File: src/sv/crcbs_pkg.sv
// ============================================================================
// crcbs_pkg : shared types and function of the crc bloom signature block
// beat structures, crc-32 constants and the byte-wide crc update
// ============================================================================
package crcbs_pkg;

    localparam int unsigned MAX_LEN    = 512;
    localparam int unsigned COUNT_W    = 10;
    localparam int unsigned CHUNK_BITS = 6;
    localparam int unsigned NUM_CHUNKS = 6;
    localparam int unsigned SIG_W      = 1 << CHUNK_BITS;
    localparam int unsigned WEIGHT_W   = 7;

    localparam logic [31:0]        CRC_POLY  = 32'hEDB8_8320;
    localparam logic [31:0]        CRC_INIT  = 32'hFFFF_FFFF;
    localparam logic [COUNT_W-1:0] COUNT_MAX = {COUNT_W{1'b1}};
    localparam logic [COUNT_W-1:0] LEN_LIMIT = COUNT_W'(MAX_LEN);

    typedef struct packed {
        logic [7:0] data_byte;
        logic       last;
    } in_beat_t;

    typedef struct packed {
        logic [SIG_W-1:0]    signature;
        logic [WEIGHT_W-1:0] weight;
        logic                contained;
        logic                too_long;
    } out_beat_t;

    // one byte folded into a reflected crc, one bit per step
    function automatic logic [31:0] crc_byte(input logic [31:0] crc, input logic [7:0] b);
        logic [31:0] c;
        c = crc ^ {24'd0, b};
        for (int i = 0; i < 8; i++)
        begin
            c = c[0] ? ((c >> 1) ^ CRC_POLY) : (c >> 1);
        end
        return c;
    endfunction

endpackage

File: src/sv/crcbs_sig.sv
// ============================================================================
// crcbs_sig : bloom signature of a finished crc
// signature bits, weight and filter containment in one combinational pass
// ============================================================================
module crcbs_sig (
    input  logic [31:0]                    crc,
    input  logic                           over,
    input  logic [crcbs_pkg::SIG_W-1:0]    filter_word,
    output crcbs_pkg::out_beat_t           result
);

    logic [31:0]                      part  [crcbs_pkg::NUM_CHUNKS];
    logic [crcbs_pkg::CHUNK_BITS-1:0] idx   [crcbs_pkg::NUM_CHUNKS];
    logic [crcbs_pkg::NUM_CHUNKS-1:0] hit;
    logic [crcbs_pkg::NUM_CHUNKS-1:0] fresh;
    logic [crcbs_pkg::SIG_W-1:0]      sig;
    logic [crcbs_pkg::WEIGHT_W-1:0]   cnt;

    // chunk k: shifted crc nonzero sets bit of its low six bits
    always_comb
    begin
        for (int k = 0; k < crcbs_pkg::NUM_CHUNKS; k++)
        begin
            part[k] = crc >> (k*crcbs_pkg::CHUNK_BITS);
            idx[k]  = part[k][crcbs_pkg::CHUNK_BITS-1:0];
            hit[k]  = part[k] != 32'd0;
        end
    end

    // a chunk adds weight only when no earlier chunk set the same bit
    always_comb
    begin
        for (int k = 0; k < crcbs_pkg::NUM_CHUNKS; k++)
        begin
            fresh[k] = hit[k];
            for (int j = 0; j < k; j++)
            begin
                if (hit[j] && (idx[j] == idx[k]))
                begin
                    fresh[k] = 1'b0;
                end
            end
        end
    end

    always_comb
    begin
        sig = '0;
        cnt = '0;
        for (int k = 0; k < crcbs_pkg::NUM_CHUNKS; k++)
        begin
            if (hit[k])
            begin
                sig[idx[k]] = 1'b1;
            end
            cnt = cnt + crcbs_pkg::WEIGHT_W'(fresh[k]);
        end
    end

    always_comb
    begin
        result.signature = over ? '0 : sig;
        result.weight    = over ? '0 : cnt;
        result.contained = over ? 1'b1 : ((filter_word & sig) == sig);
        result.too_long  = over;
    end

endmodule

File: src/sv/crc_bloom_signature.sv
// ============================================================================
// crc_bloom_signature : crc-32 bloom signature of a byte string
// byte-wide reflected crc-32, six-hash 64-bit signature on the last byte
// ============================================================================
// throughput: one byte beat per cycle, set by the byte-wide crc update, unless the
//   finished-crc slot is full and stalled; the edge that takes a last byte loads the
//   finished-crc register, which moves to the result register once that one is free
// reset: rst_n clears crc to all ones, the byte count, the length flag,
//   the filter word and every valid flag; no clearing pass is needed
module crc_bloom_signature (
    input  logic                        clk,
    input  logic                        rst_n,
    input  logic                        in_valid,
    output logic                        in_ready,
    input  crcbs_pkg::in_beat_t         in_beat,
    output logic                        out_valid,
    input  logic                        out_ready,
    output crcbs_pkg::out_beat_t        out_beat,
    input  logic                        cfg_we,
    input  logic [crcbs_pkg::SIG_W-1:0] cfg_wdata
);

    // running string state
    logic [31:0]                    crc_reg,   crc_next;
    logic [crcbs_pkg::COUNT_W-1:0]  count_reg, count_next;
    logic                           over_reg,  over_next;
    logic [crcbs_pkg::SIG_W-1:0]    filter_reg;

    // finished crc waiting for the signature stage
    logic                           fin_valid_reg, fin_valid_next;
    logic [31:0]                    fin_crc_reg;
    logic                           fin_over_reg;

    // result register
    logic                           out_valid_reg, out_valid_next;
    crcbs_pkg::out_beat_t           out_reg;
    crcbs_pkg::out_beat_t           sig_result;

    logic                           in_take;
    logic                           out_free;
    logic                           fin_move;
    logic [31:0]                    crc_upd;
    logic [crcbs_pkg::COUNT_W-1:0]  count_upd;
    logic                           over_upd;

    // result register can load when empty or being emptied this cycle
    assign out_free = !out_valid_reg || out_ready;
    assign fin_move = fin_valid_reg && out_free;
    // a byte may enter whenever the finished-crc slot is free or moving on
    assign in_ready = !fin_valid_reg || out_free;
    assign in_take  = in_valid && in_ready;

    assign out_valid = out_valid_reg;
    assign out_beat  = out_reg;

    // byte-wide crc step and saturating length count
    always_comb
    begin
        crc_upd   = crcbs_pkg::crc_byte(crc_reg, in_beat.data_byte);
        count_upd = (count_reg == crcbs_pkg::COUNT_MAX) ? count_reg
                                                        : count_reg + 1'b1;
        over_upd  = over_reg || (count_upd > crcbs_pkg::LEN_LIMIT);
    end

    always_comb
    begin
        crc_next       = crc_reg;
        count_next     = count_reg;
        over_next      = over_reg;
        fin_valid_next = fin_valid_reg && !fin_move;
        out_valid_next = out_valid_reg && !out_ready;
        if (in_take)
        begin
            if (in_beat.last)
            begin
                // string done: hand the crc over and start afresh
                crc_next       = crcbs_pkg::CRC_INIT;
                count_next     = '0;
                over_next      = 1'b0;
                fin_valid_next = 1'b1;
            end
            else
            begin
                crc_next   = crc_upd;
                count_next = count_upd;
                over_next  = over_upd;
            end
        end
        if (fin_move)
        begin
            out_valid_next = 1'b1;
        end
    end

    crcbs_sig u_sig (
        .crc         (fin_crc_reg),
        .over        (fin_over_reg),
        .filter_word (filter_reg),
        .result      (sig_result)
    );

    // control and string state
    always_ff @(posedge clk or negedge rst_n)
    begin
        if (!rst_n)
        begin
            crc_reg       <= crcbs_pkg::CRC_INIT;
            count_reg     <= '0;
            over_reg      <= 1'b0;
            filter_reg    <= '0;
            fin_valid_reg <= 1'b0;
            out_valid_reg <= 1'b0;
        end
        else
        begin
            crc_reg       <= crc_next;
            count_reg     <= count_next;
            over_reg      <= over_next;
            fin_valid_reg <= fin_valid_next;
            out_valid_reg <= out_valid_next;
            if (cfg_we)
            begin
                filter_reg <= cfg_wdata;
            end
        end
    end

    // payload registers, no reset
    always_ff @(posedge clk)
    begin
        if (in_take && in_beat.last)
        begin
            fin_crc_reg  <= crc_upd;
            fin_over_reg <= over_upd;
        end
        if (fin_move)
        begin
            out_reg <= sig_result;
        end
    end

    // an overlong string always gives the empty signature
    a_too_long_empty: assert property (@(posedge clk) disable iff (!rst_n)
        (out_valid && out_beat.too_long) |->
            (out_beat.signature == '0 && out_beat.weight == '0 && out_beat.contained))
        else $error("overlong string gave a non-empty signature");

    // at most one bit per chunk
    a_weight_bound: assert property (@(posedge clk) disable iff (!rst_n)
        out_valid |-> (out_beat.weight <= crcbs_pkg::WEIGHT_W'(crcbs_pkg::NUM_CHUNKS)))
        else $error("signature weight above chunk count");

    // containment agrees with the held filter
    a_contained: assert property (@(posedge clk) disable iff (!rst_n)
        out_valid |->
            (out_beat.contained == ((filter_reg & out_beat.signature) == out_beat.signature)))
        else $error("containment flag disagrees with filter");

    // the last byte restarts the string state
    a_restart: assert property (@(posedge clk) disable iff (!rst_n)
        (in_valid && in_ready && in_beat.last) |=>
            (crc_reg == crcbs_pkg::CRC_INIT && count_reg == '0 && !over_reg && fin_valid_reg))
        else $error("string state not restarted after last byte");

endmodule

File: config.mk
export PLATFORM = sky130hd
export DESIGN_NAME = crc_bloom_signature
export DESIGN_NICKNAME = d
export VERILOG_FILES = /design/src/sv/crcbs_pkg.sv /design/src/sv/crcbs_sig.sv /design/src/sv/crc_bloom_signature.sv
export SDC_FILE = /design/constraint.sdc
export NUM_CORES = 1
export LEC_CHECK = 0
export ABC_CLOCK_PERIOD_IN_PS = 5500
export BUFFER_PORTS_ARGS = -buffer_cell sky130_fd_sc_hd__buf_2
export CORE_MARGIN = 1
export CORE_UTILIZATION = 60
export CTS_BUF_LIST = sky130_fd_sc_hd__clkbuf_4 sky130_fd_sc_hd__clkbuf_8
export DETAILED_ROUTE_END_ITERATION = 8
export GPL_ROUTABILITY_DRIVEN = 0
export GPL_TIMING_DRIVEN = 0
export MAX_ROUTING_LAYER = met4
export PLACE_DENSITY = 0.82
export SETUP_SLACK_MARGIN = 0.3
export SLEW_MARGIN = 40
export SYNTH_ARGS = -nofsm -noshare
export SYNTH_HDL_FRONTEND = slang
export SYNTH_HIERARCHICAL = 1
export SYNTH_SLANG_ARGS = --single-unit
File: constraint.sdc
create_clock -name clk -period 5.5 [get_ports clk]
set_input_delay 0.825 -clock clk [delete_from_list [all_inputs] [get_ports clk]]
set_output_delay 0.825 -clock clk [all_outputs]
set_load 0.01 [all_outputs]
* Word-level counts from Yosys, hierarchy flattened
Cells that the tools add are included. Widths: inputs -> output; s select.
Word-level totals: memory bits (writable) 0, memories 0, ROM bits 0, word-level logic and storage cells 150, latch bits 0, flip-flop bits (word level) 215, output and inout bits 75
Operators by class: div/mod/pow operators 0, reduce and logical (&&, ||, !) cells 39, equal/unequal tests 17, shift operators 0, mux-type cells 48, bitwise logic cells 15, multipliers 0, $lt $le $gt $ge 13, $add $sub $neg 6
Operators with widths (count):
- $mux 64 | 6
- $mux 32 | 9
- $or 64x64->64 | 4
- $reduce_bool 32->1 | 6
- $not 13->14 | 8
- $and 64x64->64 | 1
- $eq 64x64->1 | 1
- $or 64x4->64 | 1
- $eq 6x6->1 | 10
- $lt 6x7->1 const B | 5
- $xor 32x8->32 | 1
- $demux 1 s6 | 5
- $eq 6x2->1 | 5
- $ge 6x1->1 const B | 5
- $add 7x1->7 | 4
- $logic_and 1x1->1 | 26
- $mux 1 | 25
- $mux 10 | 2
- $add 10x1->10 const B | 1
- $eq 10x10->1 const B | 1
- $gt 10x10->1 const B | 1
- $lt 2x7->1 const B | 1
- $logic_not 1->1 | 4
- $logic_or 1x1->1 | 3
- other kinds (3) | 3

* Logic depth before layout (Yosys ltp)
depth after elaboration 18, gate-level depth with buffers 15

* By module
The synthesis kept the hierarchy.
By module, submodules not included:
- crc_bloom_signature | instances 1, cells an instance 492, sequential area each 5950.7 µm², area an instance 8353.0 µm²
- crcbs_sig | instances 1, cells an instance 712, sequential area each 0.0 µm², area an instance 4754.6 µm²

* Least setup slack after synthesis
OpenSTA, ideal clock, no wires.
kind reg2reg, from register fin_crc_reg[24], to register out_reg, in the netlist out_beat[3], data pin, stages on the path, launching flop included 16, path buffers 2, path slack 1541 ps, setup time 266 ps, clock period less this slack 3959 ps, data required time 5234 ps, arrival time 3692 ps, cells stage by stage edfxtp_1 buf_2 buf_2 nor4_4 nand2_1 nor3_2 nand2_1 nor2_1 nand4_1 fa_1 inv_1 fa_1 inv_1 ha_1 fa_1 nor2b_1
On the way: longest elaborated chain between the ends 8, elaborated cells between the ends (all ways) 45
RTL lines:
- start, declared | line crc_bloom_signature.sv:31 | logic [31:0] fin_crc_reg;
- start signal, assigned | line crc_bloom_signature.sv:133 | fin_crc_reg <= crc_upd;
- $reduce_bool 32->1 or $eq 6x6->1 (tied branches) | line crcbs_sig.sv:26, crcbs_sig.sv:38
- $logic_and 1x1->1 | line crcbs_sig.sv:38 | if (hit[j] && (idx[j] == idx[k]))
- $mux 1 | line crcbs_sig.sv:38
- $add 1x1->2 or $mux 1 (tied branches) | line crcbs_sig.sv:56, crcbs_sig.sv:38
- $add 7x1->7 or $mux 1 (tied branches) (3 in series) | line crcbs_sig.sv:56, crcbs_sig.sv:38
- $add 7x1->7 (*) | line crcbs_sig.sv:56 | cnt = cnt + crcbs_pkg::WEIGHT_W'(fresh[k]);
- end signal, assigned | line crc_bloom_signature.sv:138 | out_reg <= sig_result;
- end, declared | line crc_bloom_signature.sv:36 | crcbs_pkg::out_beat_t out_reg;
Every way passes the cells marked *; elsewhere a longest branch is shown, timed or not. A chain may end at the register's enable or synchronous reset.

* Worst setup path after layout
Same ends and word-level chain as after synthesis.

==> results by stage <==
Run status:
- The run finished, with violations left.
- The checks that failed: DRC.

Timing:
- The worst hold margin is 0.186 ns.
- The final max-slew violation count is 0.
- Headroom to the max-slew limit came out at 24.0%.
- The sum of negative setup slack is 0 ns.
- For this run, the top clock speed supported by timing is 0.204 GHz.
- The final setup skew is 0.0194 ns.
- The share of the cycle needed by the critical path after routing is 89.1%.
- The number of endpoints with negative hold slack in the final report was 0.
- At the pin with the least slew margin, the transition time is 1.11 ns.
- The minimum period implied by the final worst setup slack is 4.90 ns.
- The slack of the critical path is 0.601 ns.
- The setup-violating endpoint count in the final report is 0.
- Setup repair after global routing left no endpoint under its margin.

Cells and area:
- In the final layout, the multi-input gates occupy 0.00667 mm2.
- Compared with the post-synthesis result, the final layout area differs by 15.3%.
- The number of inserted filler cells in the final layout is 1536.
- Once layout is complete, the utilization of the core stands at 71.2%.
- The number of antenna diodes in the final layout is 0.
- Registers take 0.00595 mm2.
- The fraction of final layout cells with drive strength greater than 1 is 30.9%.
- After the last flow step, the layout net total stands at 1481.
- After routing the design area is 0.0151 mm2.
- The register with the most flip-flops in the layout has 73 of them.
- Excluding fillers, the count of instances in the completed layout stands at 1701.

Yosys:
- Among all cell types in the netlist, the one instantiated most often is edfxtp_1.
- The number of unique standard cell types used by synthesis is 89.
- The average instance in the mapped netlist occupies 10.9 um2.
- Sequential elements use 45.4% of the synthesized area.
- The fraction of registers with async set or reset after synthesis is 50.7%.
- The synthesized cell area is 0.0131 mm2.
- After synthesis, the largest area contributor takes up 24.3% of total cell area.
- The number of instances in the synthesized netlist is 1204.
- Yosys attributes the largest share of cell area to edfxtp_1 24%, dfrtp_1 15%, dfstp_2 6.4%.
- In this run, synthesis inferred 106 flip-flops with an integrated enable.
- Yosys printed 6 warnings.
- Ranked by instance count, the synthesized netlist is headed by 106 x edfxtp_1, 91 x o22ai_1, 88 x nor2_1, 77 x dfrtp_1, 77 x xnor2_1.
- The number of flip-flops and latches in the synthesized netlist is 215.
- The most used flip-flop cell after synthesis is edfxtp_1.
- The biggest area contributor in the post-synthesis netlist is edfxtp_1.

Run:
- The total of max-cap violations is 0.

Pwr:
- The total power consumption of the routed design is 8.56 mW.
- The leakage power is 5.64 nW.
- For this design the ratio of total power to cell area is 566 mW/mm2.
- The worst voltage drop across the vdd grid is 0.000517 V.

Place:
- The HPWL after detailed placement is 31.2 mm.
- Before CTS, the worst setup slack after placement is 0.850 ns.
- The count of buffers inserted at the top-level ports is 151.
- Once placement finished, the instance area stood at 0.0143 mm2.
- The total placed cells including tap cells is 1635.

Hold path:
- The worst hold-check path type is input pin to asynchronous set/reset pin.

Clock network:
- Counting the buffers created by CTS gives 36.
- The count of buffers added by post-CTS timing repair for setup is 0.
- The hold buffer count at cts is 0.
- TritonCTS built the clock tree.
- Clock latency on the worst-skew pair, taken at its later pin, is 0.53 ns.
- Once the clock tree was built, the resizer swapped 0 gates to a different size.
- The maximum level of the CTS H-tree is 2.
- The number of buffers between clock root and the deepest sink is 3.
- The total clock sinks is 215.
- After clock tree synthesis, the clock-pin slew on the worst setup and hold paths is 0.06 ns.
- The CTS root buffer is clkbuf_8.

Detailed routing:
- The number of vias per cell after detailed routing is 6.92.
- The number of detailed-route iterations in the first pass is 9.
- In the final routed layout, each cell accounts on average for 25.8 um.
- Summing over every cut layer, the via total after detailed routing is 11800.
- The detail route stage leaves a number of antenna-violating nets equal to 0.
- The detailed router finished its first iteration with 2243 violations.
- The final layout contains routed wiring with a total length of 43.8 mm.
- The count of unresolved DRC violations after routing is 164.

Worst setup path:
- The critical-path maximum fanout is 10.
- STA classifies the critical path endpoint as a register.
- STA classifies the critical path startpoint as a register.
- The data required time at the worst endpoint is 5.73 ns.
- The arrival time of the worst setup path is 5.13 ns.
- The category of the critical setup timing path is register to register.

Die:
- The die boundary height is 150 um.
- After floorplanning, the core was divided into 53 placement rows.
- The effective utilization at floorplan is 61.8%.
- In this run the horizontal extent of the chip is 150 um.
- The floorplan step defined a die boundary enclosing 0.0224 mm2.
- For this design the top-level I/O count stands at 153.
- The core region is 0.0212 mm2.

Global routing:
- The via count of the first global-routing pass is 11200.
- The sum of overflow across all layers after global routing is 0.
- The first global-routing pass estimated 65.8 mm of wire.
- The pin count of the biggest net entering global routing is 67.
- Global routing used 40.8% of the available tracks across all layers.
- The number of antenna violations at the first check in global routing is 0.
## routing by layer
| layer | up-vias | global-route usage [%] | share of wire [%] |
|---|---|---|---|
| met5 | - | - | 0 |
| met4 | 0 | 23.4 | 8.2 |
| met3 | 326 | 15.1 | 13 |
| met2 | 1042 | 59.3 | 43 |
| met1 | 5446 | 48.6 | 36 |
| li1 | 4962 | - | - |
## cell usage in the layout (no fill, tap or decap), types with 11 or more instances in the layout
cell type	n
a211oi_1	23
a21oi_1	25
a22oi_1	17
a31oi_1	30
and2_1	14
buf_2	197
buf_4	14
clkbuf_1	36
clkbuf_4	19
clkbuf_8	39
dfrtp_1	77
dfstp_2	32
edfxtp_1	106
inv_1	18
mux2_2	65
nand2_1	53
nand2b_1	15
nand4_1	15
nand4b_1	15
nor2_1	88
nor2b_1	22
nor3_1	23
o21ai_0	11
o22a_1	41
o22ai_1	91
o31a_1	15
or4bb_1	12
xnor2_1	77
xor2_1	46
## power by group
group	internal, mW	switching (mW)
Sequential	2.27	0.253
Combinational	1.74	2.90
Clock	0.785	0.627
Total	4.79	3.78
## area by class of cell
| cell class | count | area share [%] |
|---|---|---|
| Multi-Input combinational cell | 867 | 44.1 |
| Sequential cell | 215 | 39.4 |
| Timing Repair Buffer | 153 | 5.38 |
| Clock buffer | 58 | 4.49 |
| Buffer | 106 | 3.58 |
| Tap cell | 275 | 2.28 |
| Inverter | 19 | 0.472 |
| Clock inverter | 8 | 0.290 |
## path summary, 6_finish.rpt
kind	from	endpoint	slack, ns	cells after the start
min in group clk	crc_reg[24]$_DFFE_PN1P_	crc_reg[24]$_DFFE_PN1P_	0.48	2
worst max-delay path	fin_crc_reg[24]$_DFFE_PP_	out_beat[3]$_DFFE_PP_	0.60	15
worst min-delay path	rst_n	filter_reg[2]$_DFFE_PN0P_	0.19	1
worst max register to register	fin_crc_reg[24]$_DFFE_PP_	out_beat[3]$_DFFE_PP_	0.60	15
max in group asynchronous	rst_n	crc_reg[19]$_DFFE_PN1P_	4.61	2
worst min register to register	crc_reg[24]$_DFFE_PN1P_	crc_reg[24]$_DFFE_PN1P_	0.48	2
## cells by family after synthesis
| kind of cell | count (synthesis) | synth area share [%] |
|---|---|---|
| buffers and inverters | 125 | 4.67 |
| and+or+nand+nor | 352 | 16.3 |
| DFF | 215 | 45.4 |
| muxes | 65 | 5.58 |
| AOI/OAI and AO/OA | 303 | 16.6 |
| adders and majority gates | 5 | 0.649 |
| other | 1 | 0.0286 |
| xor gates and xnor gates | 138 | 10.7 |
## critical path: stages (launching register included)
cell and delay (ns):
edfxtp_1 0.49, buf_2 0.24, buf_2 0.22, nor4_4 0.66
nand2_1 0.22, nor3_2 0.30, nand2_1 0.12, nor2_1 0.22
nand4_1 0.17, fa_1 0.58, inv_1 0.05, fa_1 0.52
inv_1 0.04, ha_1 0.20, fa_1 0.43, nor2b_1 0.13
(Power assumes the default switching activity.)
